`src/design/ssd_pkg.sv`:
```
// Shared constants, types and the segment lookup of the scan driver.
package ssd_pkg;

    localparam int MAX_DIGITS  = 8;
    localparam int EXTRA_SLOTS = 4;
    localparam int STORE_DEPTH = MAX_DIGITS + EXTRA_SLOTS;
    localparam int STORE_AW    = $clog2(STORE_DEPTH);
    localparam int PTR_W       = 5;
    // One more bit than the pointer so that pointer plus one never wraps.
    localparam int RD_AW       = PTR_W + 1;

    localparam int CHAR_W      = 8;
    localparam int POS_W       = 4;
    localparam int LINE_W      = 8;
    localparam int COUNT_W     = 4;
    localparam int DWELL_W     = 16;
    localparam int CFG_ADDR_W  = 2;
    localparam int CFG_DATA_W  = 16;
    localparam int TABLE_DEPTH = 46;
    localparam int TABLE_AW    = $clog2(TABLE_DEPTH);

    localparam logic [CHAR_W-1:0] CHAR_DOT     = 8'h2E;
    localparam logic [CHAR_W-1:0] CHAR_FIRST   = 8'h2D;
    localparam logic [CHAR_W-1:0] CHAR_LAST    = 8'h5A;
    localparam logic [CHAR_W-1:0] CHAR_LOWER_A = 8'h61;
    localparam logic [CHAR_W-1:0] CHAR_LOWER_Z = 8'h7A;
    localparam logic [CHAR_W-1:0] CASE_OFFSET  = 8'h20;

    localparam logic [COUNT_W-1:0] RESET_DIGITS = 4'd4;
    localparam logic [DWELL_W-1:0] RESET_DWELL  = 16'd100;

    typedef enum logic [CFG_ADDR_W-1:0] {
        CFG_DIGIT_COUNT = 2'd0,
        CFG_ACTIVE_LOW  = 2'd1,
        CFG_DWELL_TICKS = 2'd2
    } t_cfg_addr;

    typedef logic [7:0] t_seg_table [TABLE_DEPTH];

    localparam t_seg_table SEG_TABLE = '{
        8'h40, 8'h80, 8'h00,
        8'h3F, 8'h06, 8'h5B, 8'h4F, 8'h66, 8'h6D, 8'h7D, 8'h07, 8'h7F, 8'h6F,
        8'h00, 8'h00, 8'h00, 8'h00, 8'h00, 8'h00, 8'h00,
        8'h77, 8'h7C, 8'h39, 8'h5E, 8'h79, 8'h71, 8'h3D,
        8'h76, 8'h30, 8'h0E, 8'h7A, 8'h38, 8'h55, 8'h54,
        8'h3F, 8'h73, 8'h67, 8'h50, 8'h6D, 8'h78,
        8'h3E, 8'h1C, 8'h6A, 8'h64, 8'h6E, 8'h5A
    };

    typedef struct packed {
        logic                en;
        logic [POS_W-1:0]    pos;
        logic [CHAR_W-1:0]   data;
    } t_wr_req;

    typedef struct packed {
        logic                en;
        logic [RD_AW-1:0]    addr0;
        logic [RD_AW-1:0]    addr1;
    } t_rd_req;

    typedef struct packed {
        logic [CHAR_W-1:0]   char0;
        logic [CHAR_W-1:0]   char1;
    } t_rd_rsp;

    // Lower case folds to upper case; codes outside the table are blank.
    function automatic logic [LINE_W-1:0] seg_lookup(input logic [CHAR_W-1:0] c);
        logic [CHAR_W-1:0]   u;
        logic [TABLE_AW-1:0] idx;
        u   = (c >= CHAR_LOWER_A && c <= CHAR_LOWER_Z) ? (c - CASE_OFFSET) : c;
        idx = TABLE_AW'(u - CHAR_FIRST);
        if (u < CHAR_FIRST || u > CHAR_LAST) begin
            return '0;
        end
        return SEG_TABLE[idx];
    endfunction

endpackage

```
`src/design/ssd_in_if.sv`:
```
// Input item channel: write and tick commands.
interface ssd_in_if;
    logic                         valid;
    logic                         ready;
    logic                         cmd;
    logic [ssd_pkg::POS_W-1:0]    position;
    logic [ssd_pkg::CHAR_W-1:0]   char_code;

    modport source (output valid, cmd, position, char_code, input ready);
    modport sink   (input valid, cmd, position, char_code, output ready);
endinterface

```
`src/design/ssd_out_if.sv`:
```
// Result item channel: one drive word per tick.
interface ssd_out_if;
    logic                         valid;
    logic                         ready;
    logic [ssd_pkg::LINE_W-1:0]   common_lines;
    logic [ssd_pkg::LINE_W-1:0]   segment_lines;
    logic                         pass_end;

    modport source (output valid, common_lines, segment_lines, pass_end, input ready);
    modport sink   (input valid, common_lines, segment_lines, pass_end, output ready);
endinterface

```
`src/design/ssd_cfg_if.sv`:
```
// Configuration write channel.
interface ssd_cfg_if;
    logic                             valid;
    logic                             ready;
    logic [ssd_pkg::CFG_ADDR_W-1:0]   addr;
    logic [ssd_pkg::CFG_DATA_W-1:0]   data;

    modport source (output valid, addr, data, input ready);
    modport sink   (input valid, addr, data, output ready);
endinterface

```
`src/design/seven_segment_scan_driver.sv`:
```
// Scan driver top level: takes one tick or write per cycle while the result path is not stalled.
// A tick's drive word passes through the character store read register and then
// the output register. Writes yield no result.
// The store read and the scan update overlap; the next read address is taken
// from the scan pointer being updated in the same cycle.
// Synchronous reset restores the configuration defaults and clears scan state and store valid bits.
module seven_segment_scan_driver (
    input  logic       i_clk,
    input  logic       i_rst_n,
    ssd_in_if.sink     i_in,
    ssd_out_if.source  o_out,
    ssd_cfg_if.sink    i_cfg
);

    logic [ssd_pkg::COUNT_W-1:0] r_digit_count;
    logic                        r_active_low;
    logic [ssd_pkg::DWELL_W-1:0] r_dwell_ticks;

    logic [ssd_pkg::PTR_W-1:0]   r_rp,    n_rp;
    logic                        r_dot,   n_dot;
    logic [ssd_pkg::COUNT_W-1:0] r_slot,  n_slot;
    logic [ssd_pkg::DWELL_W-1:0] r_dwell, n_dwell;

    logic                        r_s1_valid;
    logic                        r_out_valid;
    logic [ssd_pkg::LINE_W-1:0]  r_common;
    logic [ssd_pkg::LINE_W-1:0]  r_segment;
    logic                        r_pass_end;

    ssd_pkg::t_wr_req wr;
    ssd_pkg::t_rd_req rd;
    ssd_pkg::t_rd_rsp rsp;

    logic                        in_xfer;
    logic                        s1_move;
    logic [ssd_pkg::COUNT_W-1:0] eff_n;
    logic [ssd_pkg::COUNT_W-1:0] total;
    logic [ssd_pkg::LINE_W:0]    wired_ext;
    logic [ssd_pkg::LINE_W-1:0]  wired;
    logic [ssd_pkg::LINE_W-1:0]  sel;
    logic [ssd_pkg::LINE_W-1:0]  com;
    logic [ssd_pkg::LINE_W-1:0]  code;
    logic [ssd_pkg::LINE_W-1:0]  seg;
    logic [ssd_pkg::CHAR_W-1:0]  disp;
    logic                        frame_end;
    logic                        pend;
    logic [ssd_pkg::COUNT_W-1:0] slot_inc;
    logic [ssd_pkg::PTR_W-1:0]   t_rp;
    logic                        t_dot;
    logic [ssd_pkg::COUNT_W-1:0] t_slot;
    logic [ssd_pkg::DWELL_W-1:0] t_dwell;

    assign eff_n = (r_digit_count > ssd_pkg::COUNT_W'(ssd_pkg::MAX_DIGITS))
                 ? ssd_pkg::COUNT_W'(ssd_pkg::MAX_DIGITS) : r_digit_count;
    assign total = eff_n + ssd_pkg::COUNT_W'(ssd_pkg::EXTRA_SLOTS);

    assign s1_move    = r_s1_valid && (!r_out_valid || o_out.ready);
    assign i_in.ready = !r_s1_valid || s1_move;
    assign in_xfer    = i_in.valid && i_in.ready;
    assign i_cfg.ready = 1'b1;

    // Drive word for the tick held in the second stage.
    always_comb begin
        wired_ext = (ssd_pkg::LINE_W+1)'(1) << eff_n;
        wired_ext = wired_ext - (ssd_pkg::LINE_W+1)'(1);
        wired     = wired_ext[ssd_pkg::LINE_W-1:0];
        sel       = (r_slot < eff_n)
                  ? (ssd_pkg::LINE_W'(1) << r_slot[$clog2(ssd_pkg::LINE_W)-1:0]) : '0;
        com       = r_active_low ? (~sel & wired) : (sel & wired);
        disp      = r_dot ? rsp.char1 : rsp.char0;
        code      = ssd_pkg::seg_lookup(disp);
        seg       = r_active_low ? code : ~code;
    end

    // Scan state after the second-stage tick.
    always_comb begin
        frame_end = r_dwell >= r_dwell_ticks;
        t_rp      = r_rp;
        t_dot     = r_dot;
        t_slot    = r_slot;
        t_dwell   = r_dwell + ssd_pkg::DWELL_W'(1);
        pend      = 1'b0;
        slot_inc  = r_slot + ssd_pkg::COUNT_W'(1);
        if (frame_end) begin
            t_dwell = '0;
            if (!r_dot && rsp.char1 == ssd_pkg::CHAR_DOT && rsp.char0 != ssd_pkg::CHAR_DOT) begin
                t_dot = 1'b1;
            end else begin
                t_rp  = r_rp + ssd_pkg::PTR_W'(1) + ssd_pkg::PTR_W'(r_dot);
                t_dot = 1'b0;
                if (slot_inc >= total) begin
                    t_slot = '0;
                    t_rp   = '0;
                    pend   = 1'b1;
                end else begin
                    t_slot = slot_inc;
                end
            end
        end
        n_rp    = s1_move ? t_rp    : r_rp;
        n_dot   = s1_move ? t_dot   : r_dot;
        n_slot  = s1_move ? t_slot  : r_slot;
        n_dwell = s1_move ? t_dwell : r_dwell;
    end

    // A new tick reads at the pointer as it stands after the tick ahead of it.
    always_comb begin
        wr.en    = in_xfer && !i_in.cmd;
        wr.pos   = i_in.position;
        wr.data  = i_in.char_code;
        rd.en    = in_xfer && i_in.cmd;
        rd.addr0 = ssd_pkg::RD_AW'(n_rp);
        rd.addr1 = ssd_pkg::RD_AW'(n_rp) + ssd_pkg::RD_AW'(1);
    end

    ssd_char_store u_store (
        .i_clk   (i_clk),
        .i_rst_n (i_rst_n),
        .i_total (total),
        .i_wr    (wr),
        .i_rd    (rd),
        .o_rsp   (rsp)
    );

    always_ff @(posedge i_clk) begin
        if (!i_rst_n) begin
            r_digit_count <= ssd_pkg::RESET_DIGITS;
            r_active_low  <= 1'b1;
            r_dwell_ticks <= ssd_pkg::RESET_DWELL;
        end else if (i_cfg.valid) begin
            case (ssd_pkg::t_cfg_addr'(i_cfg.addr))
                ssd_pkg::CFG_DIGIT_COUNT: r_digit_count <= i_cfg.data[ssd_pkg::COUNT_W-1:0];
                ssd_pkg::CFG_ACTIVE_LOW:  r_active_low  <= i_cfg.data[0];
                ssd_pkg::CFG_DWELL_TICKS: r_dwell_ticks <= i_cfg.data[ssd_pkg::DWELL_W-1:0];
                default: ;
            endcase
        end
    end

    always_ff @(posedge i_clk) begin
        if (!i_rst_n) begin
            r_rp        <= '0;
            r_dot       <= 1'b0;
            r_slot      <= '0;
            r_dwell     <= '0;
            r_s1_valid  <= 1'b0;
            r_out_valid <= 1'b0;
        end else begin
            r_rp    <= n_rp;
            r_dot   <= n_dot;
            r_slot  <= n_slot;
            r_dwell <= n_dwell;
            if (rd.en) begin
                r_s1_valid <= 1'b1;
            end else if (s1_move) begin
                r_s1_valid <= 1'b0;
            end
            if (s1_move) begin
                r_out_valid <= 1'b1;
            end else if (o_out.ready) begin
                r_out_valid <= 1'b0;
            end
        end
    end

    always_ff @(posedge i_clk) begin
        if (s1_move) begin
            r_common   <= com;
            r_segment  <= seg;
            r_pass_end <= pend;
        end
    end

    assign o_out.valid         = r_out_valid;
    assign o_out.common_lines  = r_common;
    assign o_out.segment_lines = r_segment;
    assign o_out.pass_end      = r_pass_end;

endmodule

```
`src/design/ssd_char_store.sv`:
```
// Character store: one write port, two registered read ports, reset-cleared by valid bits.
module ssd_char_store (
    input  logic                          i_clk,
    input  logic                          i_rst_n,
    input  logic [ssd_pkg::COUNT_W-1:0]   i_total,
    input  ssd_pkg::t_wr_req              i_wr,
    input  ssd_pkg::t_rd_req              i_rd,
    output ssd_pkg::t_rd_rsp              o_rsp
);

    logic [ssd_pkg::CHAR_W-1:0] mem [ssd_pkg::STORE_DEPTH];
    logic [ssd_pkg::STORE_DEPTH-1:0] r_valid;

    logic [ssd_pkg::CHAR_W-1:0] r_data0;
    logic [ssd_pkg::CHAR_W-1:0] r_data1;
    logic                       r_hit0;
    logic                       r_hit1;

    logic                            wr_ok;
    logic                            in0;
    logic                            in1;
    logic [ssd_pkg::STORE_AW-1:0]    idx0;
    logic [ssd_pkg::STORE_AW-1:0]    idx1;
    logic [ssd_pkg::STORE_AW-1:0]    widx;

    // The slot count never exceeds the store depth, so in range implies a legal index.
    assign wr_ok = i_wr.en && (i_wr.pos < i_total);
    assign widx  = ssd_pkg::STORE_AW'(i_wr.pos);
    assign in0   = i_rd.addr0 < ssd_pkg::RD_AW'(i_total);
    assign in1   = i_rd.addr1 < ssd_pkg::RD_AW'(i_total);
    assign idx0  = i_rd.addr0[ssd_pkg::STORE_AW-1:0];
    assign idx1  = i_rd.addr1[ssd_pkg::STORE_AW-1:0];

    always_ff @(posedge i_clk) begin
        if (wr_ok) begin
            mem[widx] <= i_wr.data;
        end
        if (i_rd.en) begin
            r_data0 <= mem[idx0];
            r_data1 <= mem[idx1];
        end
    end

    always_ff @(posedge i_clk) begin
        if (!i_rst_n) begin
            r_valid <= '0;
            r_hit0  <= 1'b0;
            r_hit1  <= 1'b0;
        end else begin
            if (wr_ok) begin
                r_valid[widx] <= 1'b1;
            end
            if (i_rd.en) begin
                r_hit0 <= in0 && r_valid[idx0];
                r_hit1 <= in1 && r_valid[idx1];
            end
        end
    end

    assign o_rsp.char0 = r_hit0 ? r_data0 : '0;
    assign o_rsp.char1 = r_hit1 ? r_data1 : '0;

endmodule

```
`src/flat_wrapper.sv`:
```
// flat-port wrapper written by rule: the top's interface ports become plain ports
module seven_segment_scan_driver_flat 
  (i_clk, i_rst_n, i_in_valid, i_in_cmd, i_in_position, i_in_char_code, i_in_ready, o_out_valid, o_out_common_lines, o_out_segment_lines, o_out_pass_end, o_out_ready, i_cfg_valid, i_cfg_addr, i_cfg_data, i_cfg_ready);
  ssd_in_if i_in_i ();
  ssd_out_if o_out_i ();
  ssd_cfg_if i_cfg_i ();
  input  logic i_clk;
  input  logic i_rst_n;
  input wire logic [$bits(i_in_i.valid)-1:0] i_in_valid;
  input wire logic [$bits(i_in_i.cmd)-1:0] i_in_cmd;
  input wire logic [$bits(i_in_i.position)-1:0] i_in_position;
  input wire logic [$bits(i_in_i.char_code)-1:0] i_in_char_code;
  output wire logic [$bits(i_in_i.ready)-1:0] i_in_ready;
  output wire logic [$bits(o_out_i.valid)-1:0] o_out_valid;
  output wire logic [$bits(o_out_i.common_lines)-1:0] o_out_common_lines;
  output wire logic [$bits(o_out_i.segment_lines)-1:0] o_out_segment_lines;
  output wire logic [$bits(o_out_i.pass_end)-1:0] o_out_pass_end;
  input wire logic [$bits(o_out_i.ready)-1:0] o_out_ready;
  input wire logic [$bits(i_cfg_i.valid)-1:0] i_cfg_valid;
  input wire logic [$bits(i_cfg_i.addr)-1:0] i_cfg_addr;
  input wire logic [$bits(i_cfg_i.data)-1:0] i_cfg_data;
  output wire logic [$bits(i_cfg_i.ready)-1:0] i_cfg_ready;
  assign i_in_i.valid = i_in_valid;
  assign i_in_i.cmd = i_in_cmd;
  assign i_in_i.position = i_in_position;
  assign i_in_i.char_code = i_in_char_code;
  assign i_in_ready = i_in_i.ready;
  assign o_out_valid = o_out_i.valid;
  assign o_out_common_lines = o_out_i.common_lines;
  assign o_out_segment_lines = o_out_i.segment_lines;
  assign o_out_pass_end = o_out_i.pass_end;
  assign o_out_i.ready = o_out_ready;
  assign i_cfg_i.valid = i_cfg_valid;
  assign i_cfg_i.addr = i_cfg_addr;
  assign i_cfg_i.data = i_cfg_data;
  assign i_cfg_ready = i_cfg_i.ready;
  seven_segment_scan_driver u_core (.i_clk(i_clk), .i_rst_n(i_rst_n), .i_in(i_in_i), .o_out(o_out_i), .i_cfg(i_cfg_i));
endmodule
```
`config.mk`:
```
export PLATFORM = sky130hd
export DESIGN_NAME = seven_segment_scan_driver_flat
export DESIGN_NICKNAME = d
export VERILOG_FILES = /design/src/design/ssd_pkg.sv /design/src/design/ssd_in_if.sv /design/src/design/ssd_out_if.sv /design/src/design/ssd_cfg_if.sv /design/src/design/seven_segment_scan_driver.sv /design/src/design/ssd_char_store.sv /design/src/flat_wrapper.sv
export SDC_FILE = /design/constraint.sdc
export NUM_CORES = 1
export LEC_CHECK = 0
export ABC_CLOCK_PERIOD_IN_PS = 6700
export BUFFER_PORTS_ARGS = -buffer_cell sky130_fd_sc_hd__buf_2
export CAP_MARGIN = 20
export CORE_ASPECT_RATIO = 0.75
export CORE_MARGIN = 2
export CORE_UTILIZATION = 40
export CTS_BUF_LIST = sky130_fd_sc_hd__clkbuf_8
export DETAILED_ROUTE_END_ITERATION = 8
export MAX_ROUTING_LAYER = met4
export PLACE_DENSITY = 0.56
export RECOVER_POWER = 50
export REMOVE_ABC_BUFFERS = 1
export SLEW_MARGIN = 25
export SYNTH_ARGS = -nofsm -noshare
export SYNTH_HDL_FRONTEND = slang
export SYNTH_HIERARCHICAL = 1
export SYNTH_SLANG_ARGS = --single-unit
```
`constraint.sdc`:
```
create_clock -name i_clk -period 6.7 [get_ports i_clk]
set_input_delay 0 -clock i_clk [delete_from_list [all_inputs] [get_ports i_clk]]
set_output_delay 0 -clock i_clk [all_outputs]
set_load 0.05 [all_outputs]
```
==> flow_metrics.env <==
export IMPL_avgViaCountPerCell=5.41
export IMPL_crit_start="u_core/r_dwell[0]$_SDFFE_PN0P_"
export IMPL_cts_buffers=17
export IMPL_grt_usage_pct=18.8
export IMPL_avgSynthCellArea_um2=11.4
export IMPL_yosysWarnings=6
export IMPL_drive_gt1_share_pct=14.4
export IMPL_dieArea_mm2=0.0283
export IMPL_dpl_hpwl_um=17100
export IMPL_worstSkewPairLatency_ns=0.48
export IMPL_synth_cell_type_count=73
export IMPL_vias=7521
export IMPL_synth_edff_count=129
export IMPL_crit_family="compound AO/OA/AOI/OAI gates"
export IMPL_clock_sinks=192
export IMPL_rr_startpoint="u_core/r_dwell[0]$_SDFFE_PN0P_"
export IMPL_p_per_area_mw_per_mm2=174
export IMPL_synth_top_area_cell="edfxtp_1"
export IMPL_gp_congestion=0.838
export IMPL_worstPathCellList="inv_1, ha_1, nand2b_1, a2111oi_0, o311a_1, a21oi_1, and2_1, o21ai_0, a2bb2oi_1, xnor2_2, buf_4, mux2_2, mux4_2, mux2i_1, o31ai_1"
export IMPL_seq_area_mm2=0.00513
export IMPL_crit_path_max_fanout=12
export IMPL_max_freq_mhz=214
export IMPL_r2r_cells=15
export IMPL_synth_area_leaders="edfxtp_1 36%, dfxtp_1 12%, mux4_2 11%"
export IMPL_synth_top_area_share_pct=35.9
export IMPL_fin_area_mm2=0.0121
export IMPL_std_cell_rows=52
export IMPL_chipWidth_um=194
export IMPL_max_cap_violations=0
export IMPL_path_class="reg -> reg"
export IMPL_htreeDepth=4
export IMPL_area_delta_synth_final_pct=12.2
export IMPL_cp_slowest_cell="xnor2_2"
export IMPL_period_minus_slack_ns=4.66
export IMPL_fillers=2464
export IMPL_slew_headroom_pct=28.3
export IMPL_netlist_area_mm2=0.0108
export IMPL_cp_required_ns=7.07
export IMPL_ys_flop_type="edfxtp_1"
export IMPL_post_dp_cell_area_mm2=0.0115
export IMPL_critPathCaptureType="flip-flop"
export IMPL_fin_util_pct=45.2
export IMPL_yosysMostFrequentCell="edfxtp_1"
export IMPL_grt_pass1_wl_um=40500
export IMPL_antenna_found_initial=0
export IMPL_clock_skew_ns=0.0132
export IMPL_leakage_nw=4.18
export IMPL_grt_ovfl_total=0
export IMPL_hp_class="in -> reg"
export IMPL_hold_end="u_core/u_store/r_valid[10]$_SDFFE_PN0P_"
export IMPL_cts_tree="built"
export IMPL_wl_um=24900
export IMPL_post_drt_wl_per_cell_um=17.9
export IMPL_initial_core_util_pct=40.3
export IMPL_grt_max_degree=50
export IMPL_ys_ff_latch=192
export IMPL_clockBufferDepth=2
export IMPL_finalCritPeriodShare_pct=69.6
export IMPL_layout_nets=1113
export IMPL_slew_viol_final=0
export IMPL_min_from="i_in_position[2]"
export IMPL_ant_nets=0
export IMPL_ios=56
export IMPL_multiInputGateArea_mm2=0.00533
export IMPL_cpPeakStageDelay_ns=0.63
export IMPL_synth_seq_area_share_pct=47.6
export IMPL_reg2reg_to="u_core/u_store/r_hit1$_SDFFE_PN0P_"
export IMPL_vdd_ir_drop_worst_mv=0.122
export IMPL_place_port_buffers=54
export IMPL_fin_setup_tns_ns=0
export IMPL_grt_pass1_vias=7125
export IMPL_tightest_slew_ns=1.07
export IMPL_drc=0
export IMPL_min_path_cells=4
export IMPL_cts_root_buf="clkbuf_8"
export IMPL_cp_data_arrival_time_ns=5.03
export IMPL_worstSetupPathDepth=15
export IMPL_diodes=0
export IMPL_core_mm2=0.0267
export IMPL_rsz0062_at_grt="false"
export IMPL_clk_pin_slew_ns=0.10
export IMPL_hold_violations=0
export IMPL_status="complete, no violations"
export IMPL_r2r_slack_ns=2.04
export IMPL_synth_cells=944
export IMPL_setup_viol=0
export IMPL_async_flop_share_pct=0
export IMPL_critical_path_buf_inv_count=2
export IMPL_cp_start_kind="flip-flop"
export IMPL_synthTopCellsByCount="129 x edfxtp_1, 108 x nand2_1, 63 x dfxtp_1"
export IMPL_dr_pass1_iters=5
export IMPL_die_h_um=146
export IMPL_drtIter0Drc=568
-- kinds of logic after synthesis --
| kind of cell | synth area share [%] |
|---|---|
| other cells | 0.0696 |
| xor+xnor | 3.56 |
| flops | 47.6 |
| simple gates | 13.5 |
| compound gates | 10.9 |
| fa+ha+maj | 5.92 |
| buf+inv | 3.53 |
| mux | 14.9 |
-- where the power goes --
| group | switching (W) | internal [W] |
|---|---|---|
| Combinational | 0.0000782 | 0.0000461 |
| Sequential | 0.0000101 | 0.00128 |
| Clock | 0.000437 | 0.000261 |
| Total | 0.000525 | 0.00159 |
-- layer usage --
metal / GRT usage, % / up-vias / part of all wire (%)
li1: - / 3680 / -
met1: 27.5 / 3674 / 51
met2: 27.8 / 158 / 45
met3: 3.12 / 9 / 3.7
met4: 3.85 / 0 / 0.63
met5: - / - / 0
-- worst min-delay path: cells and delay by family --
family,cells,cell delay [ns]
AO/OA/AOI/OAI,2,0.28
buffers and inverters,2,0.22
-- worst max path at each step --
stage	to	slack, ns
after global routing	u_core/u_store/r_data0[2]$_DFFE_PP_	1.68
after floorplan	u_core/u_store/r_data0[0]$_DFFE_PP_	-0.38
after detailed placement	u_core/u_store/r_data0[5]$_DFFE_PP_	1.92
final	u_core/u_store/r_hit1$_SDFFE_PN0P_	2.04
after CTS	u_core/u_store/r_data0[5]$_DFFE_PP_	1.90
after global placement	u_core/u_store/r_data0[2]$_DFFE_PP_	1.93
-- registers in the layout (all words and copies together) (netlist names) --
| signal | cells |
|---|---|
| u_core/r_rp | 5 |
| u_core/r_dwell_ticks | 16 |
| u_core/o_out.pass_end | 1 |
| u_core/o_out.valid | 1 |
| u_core/r_s1_valid | 1 |
| u_core/u_store/r_hit1 | 1 |
| u_core/r_dwell | 16 |
| u_core/u_store/r_valid | 12 |
| u_core/u_store/r_data0 | 8 |
| u_core/r_active_low | 1 |
| u_core/r_slot | 4 |
| u_core/u_store/mem | 96 |
| u_core/r_dot | 1 |
| u_core/u_store/r_data1 | 8 |
| u_core/r_digit_count | 4 |
| u_core/o_out.common_lines | 8 |
| u_core/o_out.segment_lines | 8 |
| u_core/u_store/r_hit0 | 1 |
-- stage by stage --
stage	total power (W)	hold slack, ns	worst slack (ns)	std cells
floorplan	0.00138	0.0619	-0.378	904
finish	0.00211	0.0658	2.04	1390
global route	0.00220	0.0764	1.68	1390
CTS	0.00214	0.0196	1.90	1390
global placement	0.00143	0.227	1.93	1325
detailed placement	0.00143	0.233	1.92	1325
-- cell usage in the layout, fill, tap and decap left out, drive strengths merged, types with 4 or more instances in the layout --
cell,count
edfxtp,129
nand2,108
dfxtp,63
nor2,62
o21ai,54
mux4,53
ha,51
inv,47
clkbuf,46
buf,41
dlygate4sd3,33
a21oi,33
mux2i,31
nand3,25
xor2,25
and2,24
nor3,24
xnor2,18
nor2b,16
a21boi,16
nand2b,13
clkinv,12
o211ai,11
o21a,10
and3,8
nand4,8
mux2,8
a211oi,7
o31ai,5
o41ai,4
-- cell type report --
class	count	area share [%]
Clock buffer	17	1.93
Clock inverter	15	0.900
Inverter	45	1.40
Multi-Input combinational cell	667	44.0
Sequential cell	192	42.4
Tap cell	351	3.63
Timing Repair Buffer	103	5.66
-- what timing repair did --
item / 4_1_cts / 5_1_grt
hold buffers: 33 / 0
hold endpoints to repair: 125 / 0
setup buffers: 0 / 0
gates resized for setup: 0 / 0
(Power assumes the default switching activity.)
